--- config.mk ---
export PLATFORM = sky130hd
export DESIGN_NAME = quadrature_detent_decoder_accel
export DESIGN_NICKNAME = d
export VERILOG_FILES = /design/src/sv/qdd_pkg.sv /design/src/sv/qdd_front.sv /design/src/sv/qdd_queue.sv /design/src/sv/qdd_back.sv /design/src/sv/quadrature_detent_decoder_accel.sv
export SDC_FILE = /design/constraint.sdc
export NUM_CORES = 1
export LEC_CHECK = 0
export BUFFER_PORTS_ARGS = -buffer_cell sky130_fd_sc_hd__clkbuf_2
export CAP_MARGIN = 20
export CORE_ASPECT_RATIO = 0.75
export CORE_UTILIZATION = 55
export CTS_CLUSTER_SIZE = 40
export DETAILED_ROUTE_END_ITERATION = 8
export PLACE_DENSITY = 0.86
export SLEW_MARGIN = 20
export SYNTH_ARGS = -nofsm -noshare
export SYNTH_HDL_FRONTEND = slang
export SYNTH_SLANG_ARGS = --single-unit
--- constraint.sdc ---
create_clock -name clock -period 8.1 [get_ports clock]
set_input_delay 0.405 -clock clock [delete_from_list [all_inputs] [get_ports clock]]
set_output_delay 0.405 -clock clock [all_outputs]
set_load 0.01 [all_outputs]
--- src/sv/qdd_pkg.sv ---
// Shared types, constants and helpers for the quadrature detent decoder.
package qdd_pkg;

   localparam int unsigned NUM_ENCODERS = 4;

   localparam int unsigned ENC_W      = 2;
   localparam int unsigned TIME_W     = 32;
   localparam int unsigned DELTA_W    = 4;
   localparam int unsigned COUNT_W    = 16;
   localparam int unsigned TH_W       = 4;
   localparam int unsigned VH_W       = 8;
   localparam int unsigned ACCEL_W    = 4;
   localparam int unsigned GAIN_W     = 3;

   localparam int unsigned CSR_IDX_W  = 1;
   localparam int unsigned CSR_DATA_W = 4;

   localparam logic [CSR_IDX_W-1:0] CSR_ACCEL_MASK = 1'b0;
   localparam logic [CSR_IDX_W-1:0] CSR_REPORT     = 1'b1;

   localparam logic [VH_W-1:0] PAT_UP   = 8'hd4;
   localparam logic [VH_W-1:0] PAT_DOWN = 8'he8;

   localparam int unsigned ACCEL_WINDOW = 40;
   localparam int unsigned ACCEL_STEP   = 10;
   localparam int unsigned ACCEL_DT_W   = $clog2(ACCEL_WINDOW);

   localparam logic QUAD_OK [16] = '{
      1'b0, 1'b1, 1'b1, 1'b0, 1'b1, 1'b0, 1'b0, 1'b1,
      1'b1, 1'b0, 1'b0, 1'b1, 1'b0, 1'b1, 1'b1, 1'b0
   };

   localparam int unsigned QUEUE_DEPTH = 2;
   localparam int unsigned QPTR_W      = $clog2(QUEUE_DEPTH);
   localparam int unsigned QCNT_W      = $clog2(QUEUE_DEPTH + 1);

   typedef struct packed {
      logic              cmd;
      logic [ENC_W-1:0]  encoder_index;
      logic              pin_a_level;
      logic              pin_b_level;
      logic [TIME_W-1:0] time_ms;
   } req_item_type;

   typedef struct packed {
      logic [ENC_W-1:0]          encoder_id;
      logic                      detent_seen;
      logic signed [DELTA_W-1:0] step_delta;
      logic signed [COUNT_W-1:0] count_value;
   } rsp_item_type;

   typedef enum logic [1:0] {
      OP_SAMPLE,
      OP_READ,
      OP_SKIP
   } op_kind_type;

   typedef struct packed {
      op_kind_type       kind;
      logic [ENC_W-1:0]  enc_id;
      logic [1:0]        ab_code;
      logic [TIME_W-1:0] time_ms;
   } op_type;

   // gain = (WINDOW - dt) / STEP + 1, valid for dt < WINDOW
   function automatic logic [GAIN_W-1:0] accel_gain(input logic [ACCEL_DT_W-1:0] dt);
      logic [GAIN_W-1:0] g;
      g = GAIN_W'(1);
      for (int k = 1; k <= int'(ACCEL_WINDOW / ACCEL_STEP); k++) begin
         if (int'(dt) <= int'(ACCEL_WINDOW) - int'(ACCEL_STEP) * k) begin
            g = g + GAIN_W'(1);
         end
      end
      return g;
   endfunction

endpackage

--- src/sv/qdd_front.sv ---
// Front stage: accepts request items and classifies them into operations.
module qdd_front (
   input  logic                 clock,
   input  logic                 reset,
   input  logic                 req_valid,
   output logic                 req_ready,
   input  qdd_pkg::req_item_type req_item,
   output logic                 push_valid,
   input  logic                 push_ready,
   output qdd_pkg::op_type      push_op
);
   import qdd_pkg::*;

   logic   valid_ff, valid_in;
   op_type op_ff, op_in;
   logic   accept;

   assign req_ready  = !valid_ff || push_ready;
   assign accept     = req_valid && req_ready;
   assign push_valid = valid_ff;
   assign push_op    = op_ff;

   always_comb begin
      valid_in = valid_ff;
      op_in    = op_ff;
      if (push_ready) begin
         valid_in = 1'b0;
      end
      if (accept) begin
         valid_in      = 1'b1;
         op_in.enc_id  = req_item.encoder_index;
         op_in.ab_code = {!req_item.pin_a_level, !req_item.pin_b_level};
         op_in.time_ms = req_item.time_ms;
         if (int'(req_item.encoder_index) >= int'(NUM_ENCODERS)) begin
            op_in.kind = OP_SKIP;
         end else if (req_item.cmd) begin
            op_in.kind = OP_READ;
         end else begin
            op_in.kind = OP_SAMPLE;
         end
      end
   end

   always_ff @(posedge clock) begin
      if (reset) begin
         valid_ff <= 1'b0;
      end else begin
         valid_ff <= valid_in;
      end
      op_ff <= op_in;
   end

endmodule

--- src/sv/qdd_queue.sv ---
// Small queue of classified operations between front and back.
module qdd_queue (
   input  logic            clock,
   input  logic            reset,
   input  logic            push_valid,
   output logic            push_ready,
   input  qdd_pkg::op_type push_op,
   output logic            pop_valid,
   input  logic            pop_ready,
   output qdd_pkg::op_type pop_op
);
   import qdd_pkg::*;

   op_type              slot_ff [QUEUE_DEPTH];
   logic [QPTR_W-1:0]   wr_ptr_ff, wr_ptr_in;
   logic [QPTR_W-1:0]   rd_ptr_ff, rd_ptr_in;
   logic [QCNT_W-1:0]   count_ff, count_in;
   logic                push, pop;

   assign push_ready = (count_ff != QCNT_W'(QUEUE_DEPTH));
   assign pop_valid  = (count_ff != '0);
   assign pop_op     = slot_ff[rd_ptr_ff];
   assign push       = push_valid && push_ready;
   assign pop        = pop_valid && pop_ready;

   always_comb begin
      wr_ptr_in = push ? wr_ptr_ff + QPTR_W'(1) : wr_ptr_ff;
      rd_ptr_in = pop  ? rd_ptr_ff + QPTR_W'(1) : rd_ptr_ff;
      count_in  = count_ff;
      if (push && !pop) begin
         count_in = count_ff + QCNT_W'(1);
      end else if (pop && !push) begin
         count_in = count_ff - QCNT_W'(1);
      end
   end

   always_ff @(posedge clock) begin
      if (reset) begin
         wr_ptr_ff <= '0;
         rd_ptr_ff <= '0;
         count_ff  <= '0;
      end else begin
         wr_ptr_ff <= wr_ptr_in;
         rd_ptr_ff <= rd_ptr_in;
         count_ff  <= count_in;
      end
      if (push) begin
         slot_ff[wr_ptr_ff] <= push_op;
      end
   end

endmodule

--- src/sv/qdd_back.sv ---
// Back stage: per-encoder state, detent decode, acceleration, accumulate, result register.
module qdd_back (
   input  logic                               clock,
   input  logic                               reset,
   input  logic                               csr_we,
   input  logic [qdd_pkg::CSR_IDX_W-1:0]      csr_index,
   input  logic [qdd_pkg::CSR_DATA_W-1:0]     csr_wdata,
   input  logic                               op_valid,
   output logic                               op_ready,
   input  qdd_pkg::op_type                    op,
   output logic                               rsp_valid,
   input  logic                               rsp_ready,
   output qdd_pkg::rsp_item_type              rsp_item
);
   import qdd_pkg::*;

   logic [TH_W-1:0]           th_ff   [NUM_ENCODERS];
   logic [TH_W-1:0]           th_in   [NUM_ENCODERS];
   logic [VH_W-1:0]           vh_ff   [NUM_ENCODERS];
   logic [VH_W-1:0]           vh_in   [NUM_ENCODERS];
   logic [TIME_W-1:0]         last_ff [NUM_ENCODERS];
   logic [TIME_W-1:0]         last_in [NUM_ENCODERS];
   logic signed [COUNT_W-1:0] acc_ff  [NUM_ENCODERS];
   logic signed [COUNT_W-1:0] acc_in  [NUM_ENCODERS];

   logic [ACCEL_W-1:0] mask_ff, mask_in;
   logic               report_ff, report_in;
   logic               out_valid_ff, out_valid_in;
   rsp_item_type       out_item_ff, out_item_in;

   logic                      take;
   logic [TH_W-1:0]           th_new;
   logic                      ok;
   logic [VH_W-1:0]           vh_new;
   logic                      is_up, is_down, accel;
   logic [TIME_W-1:0]         dt;
   logic [GAIN_W-1:0]         mag;
   logic signed [DELTA_W-1:0] mag_s, delta;
   logic signed [COUNT_W:0]   sum;
   logic signed [COUNT_W-1:0] sat;
   logic [ACCEL_W-1:0]        changed;

   assign op_ready  = !out_valid_ff || rsp_ready;
   assign take      = op_valid && op_ready;
   assign rsp_valid = out_valid_ff;
   assign rsp_item  = out_item_ff;

   always_comb begin
      th_new  = {th_ff[op.enc_id][1:0], op.ab_code};
      ok      = QUAD_OK[th_new];
      vh_new  = ok ? {vh_ff[op.enc_id][TH_W-1:0], th_new} : vh_ff[op.enc_id];
      is_up   = ok && (vh_new == PAT_UP);
      is_down = ok && (vh_new == PAT_DOWN);
      accel   = mask_ff[op.enc_id];
      dt      = op.time_ms - last_ff[op.enc_id];
      mag     = (accel && (dt < TIME_W'(ACCEL_WINDOW)))
                ? accel_gain(dt[ACCEL_DT_W-1:0]) : GAIN_W'(1);
      mag_s   = $signed({1'b0, mag});
      delta   = is_down ? -mag_s : mag_s;
      sum     = (COUNT_W+1)'(acc_ff[op.enc_id]) + (COUNT_W+1)'(delta);
      if (sum > (COUNT_W+1)'(32767)) begin
         sat = 16'sh7fff;
      end else if (sum < -(COUNT_W+1)'(32768)) begin
         sat = 16'sh8000;
      end else begin
         sat = sum[COUNT_W-1:0];
      end
      changed = csr_wdata[ACCEL_W-1:0] ^ mask_ff;
   end

   always_comb begin
      th_in        = th_ff;
      vh_in        = vh_ff;
      last_in      = last_ff;
      acc_in       = acc_ff;
      mask_in      = mask_ff;
      report_in    = report_ff;
      out_valid_in = out_valid_ff;
      out_item_in  = out_item_ff;

      if (rsp_ready) begin
         out_valid_in = 1'b0;
      end

      if (take) begin
         out_valid_in            = 1'b1;
         out_item_in             = '0;
         out_item_in.encoder_id  = op.enc_id;
         case (op.kind)
            OP_SAMPLE: begin
               th_in[op.enc_id] = th_new;
               vh_in[op.enc_id] = vh_new;
               if (is_up || is_down) begin
                  out_item_in.detent_seen = 1'b1;
                  out_item_in.step_delta  = delta;
                  out_item_in.count_value = sat;
                  acc_in[op.enc_id]       = report_ff ? '0 : sat;
                  if (accel) begin
                     last_in[op.enc_id] = op.time_ms;
                  end
               end else begin
                  out_item_in.count_value = acc_ff[op.enc_id];
               end
            end
            OP_READ: begin
               out_item_in.count_value = acc_ff[op.enc_id];
               acc_in[op.enc_id]       = '0;
            end
            default: begin
            end
         endcase
      end

      if (csr_we) begin
         case (csr_index)
            CSR_ACCEL_MASK: begin
               mask_in = csr_wdata[ACCEL_W-1:0];
               for (int e = 0; e < int'(NUM_ENCODERS); e++) begin
                  if (e < int'(ACCEL_W) && changed[e % ACCEL_W]) begin
                     th_in[e]   = '0;
                     vh_in[e]   = '0;
                     last_in[e] = '0;
                     acc_in[e]  = '0;
                  end
               end
            end
            CSR_REPORT: begin
               report_in = csr_wdata[0];
            end
            default: begin
            end
         endcase
      end
   end

   always_ff @(posedge clock) begin
      if (reset) begin
         for (int e = 0; e < int'(NUM_ENCODERS); e++) begin
            th_ff[e]   <= '0;
            vh_ff[e]   <= '0;
            last_ff[e] <= '0;
            acc_ff[e]  <= '0;
         end
         mask_ff      <= '0;
         report_ff    <= 1'b1;
         out_valid_ff <= 1'b0;
      end else begin
         th_ff        <= th_in;
         vh_ff        <= vh_in;
         last_ff      <= last_in;
         acc_ff       <= acc_in;
         mask_ff      <= mask_in;
         report_ff    <= report_in;
         out_valid_ff <= out_valid_in;
      end
      out_item_ff <= out_item_in;
   end

endmodule

--- src/sv/quadrature_detent_decoder_accel.sv ---
// Top level of the quadrature detent decoder with speed acceleration.
//
//   channel   ports                         direction  handshake
//   request   req_valid/req_ready/req_item  in         valid/ready
//   response  rsp_valid/rsp_ready/rsp_item  out        valid/ready
//   config    csr_we/csr_index/csr_wdata    in         write enable, no wait
//
// One item per cycle sustained while rsp_ready stays high; each item produces one
// response, registered in turn by the front register, queue and back result register.
// The back stage updates per-encoder state as it takes each item, so items for the
// same encoder follow back to back. Synchronous reset clears all encoder state,
// the mask (0) and the report flag (1). A stalled response fills the queue, then
// the front register, before req_ready drops.
module quadrature_detent_decoder_accel (
   input  logic                           clock,
   input  logic                           reset,
   input  logic                           req_valid,
   output logic                           req_ready,
   input  qdd_pkg::req_item_type          req_item,
   output logic                           rsp_valid,
   input  logic                           rsp_ready,
   output qdd_pkg::rsp_item_type          rsp_item,
   input  logic                           csr_we,
   input  logic [qdd_pkg::CSR_IDX_W-1:0]  csr_index,
   input  logic [qdd_pkg::CSR_DATA_W-1:0] csr_wdata
);
   import qdd_pkg::*;

   logic   push_valid, push_ready;
   op_type push_op;
   logic   pop_valid, pop_ready;
   op_type pop_op;

   qdd_front u_front (
      .clock      (clock),
      .reset      (reset),
      .req_valid  (req_valid),
      .req_ready  (req_ready),
      .req_item   (req_item),
      .push_valid (push_valid),
      .push_ready (push_ready),
      .push_op    (push_op)
   );

   qdd_queue u_queue (
      .clock      (clock),
      .reset      (reset),
      .push_valid (push_valid),
      .push_ready (push_ready),
      .push_op    (push_op),
      .pop_valid  (pop_valid),
      .pop_ready  (pop_ready),
      .pop_op     (pop_op)
   );

   qdd_back u_back (
      .clock     (clock),
      .reset     (reset),
      .csr_we    (csr_we),
      .csr_index (csr_index),
      .csr_wdata (csr_wdata),
      .op_valid  (pop_valid),
      .op_ready  (pop_ready),
      .op        (pop_op),
      .rsp_valid (rsp_valid),
      .rsp_ready (rsp_ready),
      .rsp_item  (rsp_item)
   );

   a_detent_has_delta: assert property (@(posedge clock) disable iff (reset)
      rsp_valid && rsp_item.detent_seen |-> rsp_item.step_delta != '0)
      else $error("detent reported with zero delta");

   a_no_detent_zero_delta: assert property (@(posedge clock) disable iff (reset)
      rsp_valid && !rsp_item.detent_seen |-> rsp_item.step_delta == '0)
      else $error("nonzero delta without detent");

   a_delta_range: assert property (@(posedge clock) disable iff (reset)
      rsp_valid |-> (rsp_item.step_delta >= -4'sd5) && (rsp_item.step_delta <= 4'sd5))
      else $error("step delta out of range");

   a_reset_clears_rsp: assert property (@(posedge clock)
      reset |=> !rsp_valid)
      else $error("response valid right after reset");

endmodule

# After elaboration in Yosys (flattened, before gate mapping)
# Memory sizes are Yosys's and may differ from the RTL's. A register that Yosys moved wholly into a read port is not among the register bits.
# Cells that the tools add are included.
# Widths: inputs -> output; s select.
[word_totals] reg_bits=312 mem_bits_rw=76 mem_bits_ro=16 input_bits=47 out_inout_bits=25 wordCells=177 mem_count=2
[op_classes] addsub=10 magnitude_cmp=11 n_eq_ne=4 muxes=87 bitwise=6 n_reduce_logical=26
[mem_list] name="u_queue.slot_ff" depth=2 width=38 rd=1 rd_ports_with_merged_regs=1 wr=1 line_no="qdd_queue.sv:14" text="op_type slot_ff [QUEUE_DEPTH];"
[mem_list] name="(name not given)" depth=16 width=1 rd=1 rd_ports_with_merged_regs=0 wr=0 line_no="qdd_back.sv:50" text="ok = QUAD_OK[th_new];"
[ops] cell="$mux 128" n=6
[ops] cell="$mux 32" n=11
[ops] cell="$mux 64" n=4
[ops] cell="$mux 16" n=15
[ops] cell="$bwmux 128" n=1
[ops] cell="$pmux 64 s2" n=1
[ops] cell="$and 64x64->64" n=1
[ops] cell="$bmux 32 s2" n=1
[ops] cell="$bwmux 64" n=1
[ops] cell="$demux 32 s2" n=1
[ops] cell="$mux 8" n=8
[ops] cell="$not 64->64" n=1
[ops] cell="$bmux 16 s2" n=1
[ops] cell="$bwmux 32" n=1
[ops] cell="$demux 16 s2" n=1
[ops] cell="$lt 32x6->1 const B" n=1
[ops] cell="$pmux 16 s2" n=1
[ops] cell="$sub 32x32->32" n=1
[ops] cell="$mux 4" n=6
[ops] cell="$add 16x4->17" n=1
[ops] cell="$gt 17x16->1 const B" n=1
[ops] cell="$lt 17x16->1 const B" n=1
[ops] cell="$bmux 8 s2" n=1
[ops] cell="$bwmux 16" n=1
[ops] cell="other kinds (34)" n=76

# Depth between registers and ports, before layout
# Gate-level depths: netlist (run 1).
[logic_depth] word_depth=28 ltp_mapped=38 mapped_depth_nobuf=32

# Cells and area by module
# Synthesis (run 1) repeated with hierarchy kept, for this count alone.
[hier_totals] hier_cells=1864 area_unflattened_um2=18207.5
[by_module_without_submodules] module="qdd_back" instances=1 cells_each=1676 area_each_um2=14057.2 seq_area_each_um2=5295.1
[by_module_without_submodules] module="qdd_queue" instances=1 cells_each=142 area_each_um2=2965.3 seq_area_each_um2=2382.3
[by_module_without_submodules] module="qdd_front" instances=1 cells_each=46 area_each_um2=1184.9 seq_area_each_um2=1131.1

# Least setup slack after synthesis (run 1)
# No wires, ideal clock.
[synth_path] path_type="register to register" start="reg with a tool-made name" end="reg u_back.out_item_ff, in the netlist u_back.rsp_item[5], data pin" setup_ns=0.262 arrival_time_ns=8.651 t_required_ns=7.838 setup_slack_ns=-0.813 path_stages_with_launch=30 path_buffers=4 period_less_slack_ns=8.913 cell_sequence="dfxtp_1 > mux2i_2 > inv_2 > buf_2 > buf_1 > buf_1 > mux4_2 > ha_1 > inv_1 > fa_1 > a211oi_1 > nor2_1 > xor2_1 > or2_2 > a221o_1 > nor4_1 > nand4_1 > nor4_1 > a41oi_1 > ha_1 > a21o_1 > a21o_1 > a211o_1 > a211oi_1 > o21bai_1 > a211oi_1 > a31oi_1 > clkbuf_1 > a21o_1 > mux2_1"
[synth_lines] item="end signal, assigned" line_no="qdd_back.sv:156" text="out_item_ff <= out_item_in;"
[synth_lines] item="end, declared" line_no="qdd_back.sv:29" text="rsp_item_type out_item_ff, out_item_in;"

==> results of run 1 <==
==> metal layers <==
layer	part of all wire, %	up-vias	track usage [%]	wire (µm)
li1	-	6464	-	-
met1	43	6998	41.5	20200
met2	44	904	43.1	21100
met3	11	90	5.76	5220
met4	1.9	0	7.35	886
met5	0	-	0	0
==> cell families after synthesis <==
logic type | synth area share (%)
muxes | 12.4
adders and majority gates | 3.95
DFF | 48.8
AOI/OAI and AO/OA | 15.8
and+or+nand+nor | 13.1
xor gates and xnor gates | 1.95
buffers and inverters | 3.87
==> worst paths after layout <==
| check | depth (start not counted) | startpoint | endpoint | slack (ns) |
|---|---|---|---|---|
| worst max-delay path | 34 | u_queue.slot_ff[1][34]$_DFFE_PP_ | u_back.rsp_item[7]$_DFFE_PP_ | 0.39 |
| worst min register to register | 0 | u_front.push_op[9]$_DFFE_PP_ | u_queue.slot_ff[1][9]$_DFFE_PP_ | 0.44 |
| worst max register to register | 34 | u_queue.slot_ff[1][34]$_DFFE_PP_ | u_back.rsp_item[7]$_DFFE_PP_ | 0.39 |
| worst min-delay path | 1 | req_item[20] | u_front.push_op[20]$_DFFE_PP_ | 0.03 |
==> sequential cells by signal, indices dropped and copies added, names as in the netlist, 2 cells and up, named ones only <==
name	count
u_back.acc_ff	64
u_back.last_ff	128
u_back.mask_ff	4
u_back.rsp_item	23
u_back.th_ff	8
u_back.vh_ff	24
u_front.push_op	37
u_queue.count_ff	2
u_queue.slot_ff	74
==> synth_stat cells, types with 9 or more instances <==
library cell and count:
nor3_1 10, and3_1 9, a21oi_1 161, a21o_1 24
inv_1 66, clkbuf_1 71, a22o_1 43, a211oi_1 33
o211ai_1 13, or3_1 11, o21ai_0 47, mux2i_1 45
a31oi_1 11, xnor2_1 19, nor2_1 126, mux4_2 55
buf_2 14, dfxtp_1 236, mux2_2 41, nand2_1 264
edfxtp_1 134, ha_1 51, nand3_1 20, o2bb2ai_1 21
nand2b_1 9, nand4_1 13, and2_1 10, xor2_1 16
==> critical path, delay by kind of cell, from the launching register on <==
| kind | cells | cell delay [ns] |
|---|---|---|
| AOI/OAI and AO/OA | 13 | 3.13 |
| adders and majority gates | 3 | 0.68 |
| buffers and inverters | 8 | 1.12 |
| DFF | 1 | 0.49 |
| muxes | 3 | 0.96 |
| and+or+nand+nor | 7 | 1.06 |
==> power by group <==
group	switching (mW)	internal [mW]	total, mW
combinational	1.12	0.650	1.77
clock	0.729	0.899	1.63
sequential	0.0555	2.06	2.12
total	1.90	3.61	5.51
==> cells in the final DEF (no fill, tap or decap), types with 10 or more instances in the layout <==
master / n
nand3_1: 20
edfxtp_1: 134
nand4_1: 13
dfxtp_1: 235
a211oi_1: 28
nor2_1: 125
buf_4: 61
inv_1: 64
xnor2_1: 19
xor2_1: 16
mux2i_1: 45
o21ai_0: 44
nand2_1: 264
clkbuf_2: 71
o211ai_1: 13
a21o_1: 24
nor3_1: 10
mux4_2: 55
a31oi_1: 11
mux2_2: 41
or3_1: 11
a21oi_1: 159
clkbuf_16: 38
a22o_1: 43
ha_1: 49
o2bb2ai_1: 21
and2_1: 10
==> cell type report <==
type	instances	area, µm²
clock buffer	50	1030
tap	435	544
fill	2361	11500
multi-input combinational	1191	8600
timing repair buffer	137	903
sequential	370	8750
inverter	68	260
clock inverter	16	116
==> what timing repair did <==
item | in CTS | in global routing
resized for setup | 1 | 29
endpoints found under the setup margin | 10 | 79
pin swaps | 0 | 4
setup buffers | 0 | 9
==> results.yml, run 1 <==
finish:
  share_of_post_route_cells_with_drive_strength_above_1_pct: 18.2
  post_route_core_utilization_pct: 63.8
  fin_nets: 1906
  postLayoutCellArea_um2: 20200
  fin_cells: 2267
  antenna_cells: 0
  area_growth_pct: 12.7
run:
  drv.max_cap_violation_count: 0
setup_path:
  worst-path-max-fanout: 12
  crit_path_top_delay_cell: "mux4_2"
  timing.critical_path.slowest_cell_delay_ns: 0.52
  worst_path_most_repeated_cell: "inv_1"
  worst-endpoint-arrival_ns: 7.99
  timing.critical_path.from_type: "flop"
  criticalPathCategory: "flop to flop"
  cp_data_required_time_ns: 8.39
  worst_setup_path_end_kind: "flop"
sta:
  report.final.hold_viol_count: 0
  slew_violations: 0
  skew_ns: 0.0212
  finalSetupViolations: 0
  share_of_the_clock_period_used_by_the_worst_path_after_layout_pct: 95.2
  hold_slack_ns: 0.0271
  clock.fmax_ghz: 0.130
  post-route-worst-setup-slack_ns: 0.392
  final.min_clock_period_ns: 7.71
  relSlewSlack_pct: 24.5
  worst-slew-pin-transition_ns: 1.13
  tns_ns: 0
yosys:
  yosys.area.top_type: "dfxtp_1"
  synthesis.area_um2: 17900
  yosysTopAreaCellShare_pct: 26.4
  synth_seq_cells: 370
  seq_area_frac_synth_pct: 48.8
  syn_avg_cell_area_um2: 10.4
  syn-num-nets: 1831
  synthCells: 1730
  synth_edf_count: 134
  synth_async_sr_flop_share_pct: 0
  leading_register_cell_type_out_of_synthesis: "dfxtp_1"
  post_synth_num_cell_types: 83
  synth_area_leaders: "dfxtp_1 26%, edfxtp_1 22%, mux4_2 6.9%"
  ys.warnings.count: 0
detailed_routing:
  via_count: 14456
  remaining_drc_errors: 0
  drt_wl_total_um: 47500
  avgRoutedWirePerCell_um: 20.9
  drtIter0Drc: 1719
  antenna_violating_nets_post_route: 0
  drtPass1Iterations: 6
  drt-vias-per-instance: 6.38
clocking:
  cts_inserted_buffers: 37
  holdBufCountCts: 0
  tritoncts: "done"
  clock_insertion_delay_at_the_later_pin_of_the_skew_report_ns: 0.55
  clock-sinks: 370
  cts-htree-levels: 2
  cts.clk_slew.worst_paths_ns: 0.06
  cts_root_buffer: "clkbuf_16"
  cts_buffer_depth: 3
placed_design:
  dp.cells: 2190
  placed_standard_cell_area_um2: 18800
  gpl.final_weighted_congestion: 1.02
  dp.final_hpwl_um: 31600
  port_buffers: 71
  place_worst_setup_slack_ns: -0.00176
die:
  floorplan.initialDensity_pct: 56.6
  die_height_um: 158
  fp.dieW_um: 210
  fp.dieArea_um2: 33300
  num_io_pins: 72
  design.core.area_um2: 31700
  placement_rows: 56
power:
  post-layout-total-power_mw: 5.51
  power.density_cell_area_nw_per_um2: 273
  vdd.ir_drop.worst_mv: 0.279
  p_leak_nw: 7.22
grt:
  grt_pass1_vias: 13776
  grt_overflow: 0
  antenna_found_initial: 0
  grt_pass1_wl_um: 74900
  groute.usage.overall_pct: 28.4
  largest_net_degree_at_the_start_of_global_routing: 48
outcome:
  run_status: "completed"
min_path:
  hp-class: "input pin to flop"
Power figures use the tool's default switching activity.
==> run 2, diff against run 1 <==
--- a/config.mk
+++ b/config.mk
@@ -5,6 +5,7 @@
 export SDC_FILE = /design/constraint.sdc
 export NUM_CORES = 1
 export LEC_CHECK = 0
+export ABC_AREA = 1
 export BUFFER_PORTS_ARGS = -buffer_cell sky130_fd_sc_hd__clkbuf_2
 export CAP_MARGIN = 20
 export CORE_ASPECT_RATIO = 0.75
==> constraint.sdc (replaced) <==
create_clock -name clock -period 8.1 [get_ports clock]
set_input_delay 0.405 -clock clock [delete_from_list [all_inputs] [get_ports clock]]
set_output_delay 0.405 -clock clock [all_outputs]
set_load 0.02 [all_outputs]
==> run 2 against run 1 <==
Net effect: worst setup slack gained 0.24 ns; core utilization shrank 2.9 points; synthesized cell count grew 56%; sequential power grew 17%; clock-buffer cell count shrank 5; highest routed layer unchanged; sequential cell count is the same; power grew 84%; maximum frequency grew 3.2%; critical path depth grew 11; global-route usage grew 1.5 points; wire length grew 19%.
==> results.yml, run 2 <==
sta:
  slew_violations: 0
  post-route-worst-setup-slack_ns: 0.629
  finalSetupViolations: 0
  rsz_0062_raised_after_global_routing: "no"
  report.final.hold_viol_count: 0
  relSlewSlack_pct: 23.7
  worst-slew-pin-transition_ns: 1.14
  share_of_the_clock_period_used_by_the_worst_path_after_layout_pct: 92.2
  final.min_clock_period_ns: 7.47
  skew_ns: 0.0236
  tns_ns: 0
  clock.fmax_ghz: 0.134
detailed_routing:
  antenna_violating_nets_post_route: 0
  drt-vias-per-instance: 5.98
  drt_wl_total_um: 56600
  drtIter0Drc: 2275
  via_count: 19029
  remaining_drc_errors: 0
  avgRoutedWirePerCell_um: 17.8
  drtPass1Iterations: 6
finish:
  area_growth_pct: 9.05
  layout_top_registers: "u_back.last_ff: 128 flops, u_queue.slot_ff: 74 flops, u_back.acc_ff: 64 flops"
  most-common-layout-cells: "589 x nand2_1, 365 x inv_1, 292 x o21ai_0"
  postLayoutCellArea_um2: 21800
  largest_reg_flops: 128
  share_of_post_route_cells_with_drive_strength_above_1_pct: 7.95
  post_route_core_utilization_pct: 60.9
  antenna_cells: 0
  fin_nets: 2789
  fin_cells: 3182
  largest-register: "u_back.last_ff"
  layout_commonest_cell: "nand2_1"
die:
  placement_rows: 60
  design.core.area_um2: 35800
  fp.dieArea_um2: 37100
  die_height_um: 167
  floorplan.initialDensity_pct: 55.9
  fp.dieW_um: 222
  num_io_pins: 72
placed_design:
  placed_standard_cell_area_um2: 20400
  dp.final_hpwl_um: 36000
  dp.cells: 3110
  gpl.final_weighted_congestion: 0.997
  place_worst_setup_slack_ns: 0.299
  port_buffers: 71
setup_path:
  timing.critical_path.slowest_cell_delay_ns: 0.44
  setup.reg_to_reg.worst_slack_ns: 0.63
  cp_data_required_time_ns: 8.57
  timing.critical_path.from_type: "flop"
  crit_path_top_delay_cell: "fa_1"
  worst-endpoint-arrival_ns: 7.94
  worst_setup_path_end_kind: "flop"
  worst_path_most_repeated_cell: "nand2_1"
  worst-path-max-fanout: 16
  criticalPathCategory: "flop to flop"
clocking:
  cts-htree-levels: 2
  cts_buffer_depth: 3
  clock_insertion_delay_at_the_later_pin_of_the_skew_report_ns: 0.56
  cts.clk_slew.worst_paths_ns: 0.07
  tritoncts: "done"
  cts_root_buffer: "clkbuf_16"
  postCtsSetupBuffers: 0
  clock-sinks: 370
  cts_inserted_buffers: 37
yosys:
  post_synth_num_cell_types: 46
  seq_area_frac_synth_pct: 43.7
  yosysTopAreaCellShare_pct: 23.6
  synth_async_sr_flop_share_pct: 0
  leading_register_cell_type_out_of_synthesis: "dfxtp_1"
  syn-num-nets: 2801
  synthesis.area_um2: 20000
  synth_seq_cells: 370
  ys.warnings.count: 0
  commonest_cells_post_synth: "592 x nand2_1, 371 x inv_1, 293 x o21ai_0"
  synthCells: 2700
  synth_most_common_cell: "nand2_1"
  yosys.area.top_type: "dfxtp_1"
  synth_edf_count: 134
  synth_area_leaders: "dfxtp_1 24%, edfxtp_1 20%, nand2_1 11%"
  syn_avg_cell_area_um2: 7.41
grt:
  grt_pass1_wl_um: 91300
  grt_pass1_vias: 18101
  antenna_found_initial: 0
  groute.usage.overall_pct: 29.9
  largest_net_degree_at_the_start_of_global_routing: 94
  grt_overflow: 0
min_path:
  hp-class: "input pin to flop"
power:
  vdd.ir_drop.worst_mv: 0.223
  power.density_cell_area_nw_per_um2: 465
  p_leak_nw: 9.36
run:
  drv.max_cap_violation_count: 0
outcome:
  run_status: "completed"
[run 2: changes by cell type in the layout (fill, tap and decap cells not counted), moves of 45 or more]
cell / delta
a21oi_1: +127
a31oi_1: +55
inv_1: +301
mux2i_1: -45
mux4_2: -55
nand2_1: +325
nand3_1: +57
nand4_1: +74
o21ai_0: +248
o22ai_1: +53
[run 2: path summary, 6_finish.rpt]
path | cells after the start | from | to
setup reg to reg | 45 | flop | u_back.acc_ff[52]$_SDFF_PP0_
hold reg to reg | 2 | u_back.last_ff[115]$_SDFF_PP0_ | u_back.last_ff[115]$_SDFF_PP0_
setup / recovery | 45 | flop | u_back.acc_ff[52]$_SDFF_PP0_
hold / removal | 1 | req_item[24] | u_front.push_op[24]$_DFFE_PP_
[run 2: timing repair]
item | in CTS | in global routing
resized for setup | 0 | 7
hold buffers | 0 | 2
endpoints found under the hold margin | 0 | 2
setup endpoints to repair | 0 | 75
[run 2: area by class of cell]
type / instances / area (µm²)
inverters: 377 / 1420
repair buffers: 101 / 611
flip-flops and latches: 370 / 8750
clock buffers: 45 / 1000
fillers: 2943 / 14000
clock inverters: 23 / 273
well taps: 465 / 582
multi-input cells: 1801 / 9180
[run 2: through the flow]
stage	hold slack [ns]	total power, mW
2_1_floorplan	0.420	6.72
3_3_place_gp	0.423	8.00
3_5_place_dp	0.432	8.14
4_1_cts	0.000644	9.97
5_1_grt	0.00172	10.9
6_report	0.0143	10.1
[run 2: power by group]
group / internal, mW / total [mW] / switching, mW
logic: 1.75 / 5.85 / 4.10
clock network: 1.03 / 1.81 / 0.784
registers: 2.28 / 2.49 / 0.209
[run 2: kinds of logic after synthesis]
kind of cell	share of synthesized area, %
buffers and inverters	10.7
XOR/XNOR	0.876
adder cells (fa/ha/maj)	3.49
AO/OA/AOI/OAI	20.5
AND/OR/NAND/NOR	20.7
flip-flops	43.7
[run 2: metal layers]
layer	wire (µm)	track usage [%]	part of all wire, %
met5	0	0	0
met4	1880	11.9	3.3
met3	5690	5.32	10
met2	25900	48.7	46
met1	23200	39.5	41
[run 2: worst max-delay path: cells and delay by family (launching register included)]
family | cells | cell delay, ns
compound gates | 7 | 1.23
fa+ha+maj | 3 | 1.15
buf+inv | 7 | 0.85
flops | 1 | 0.43
simple gates | 28 | 3.73
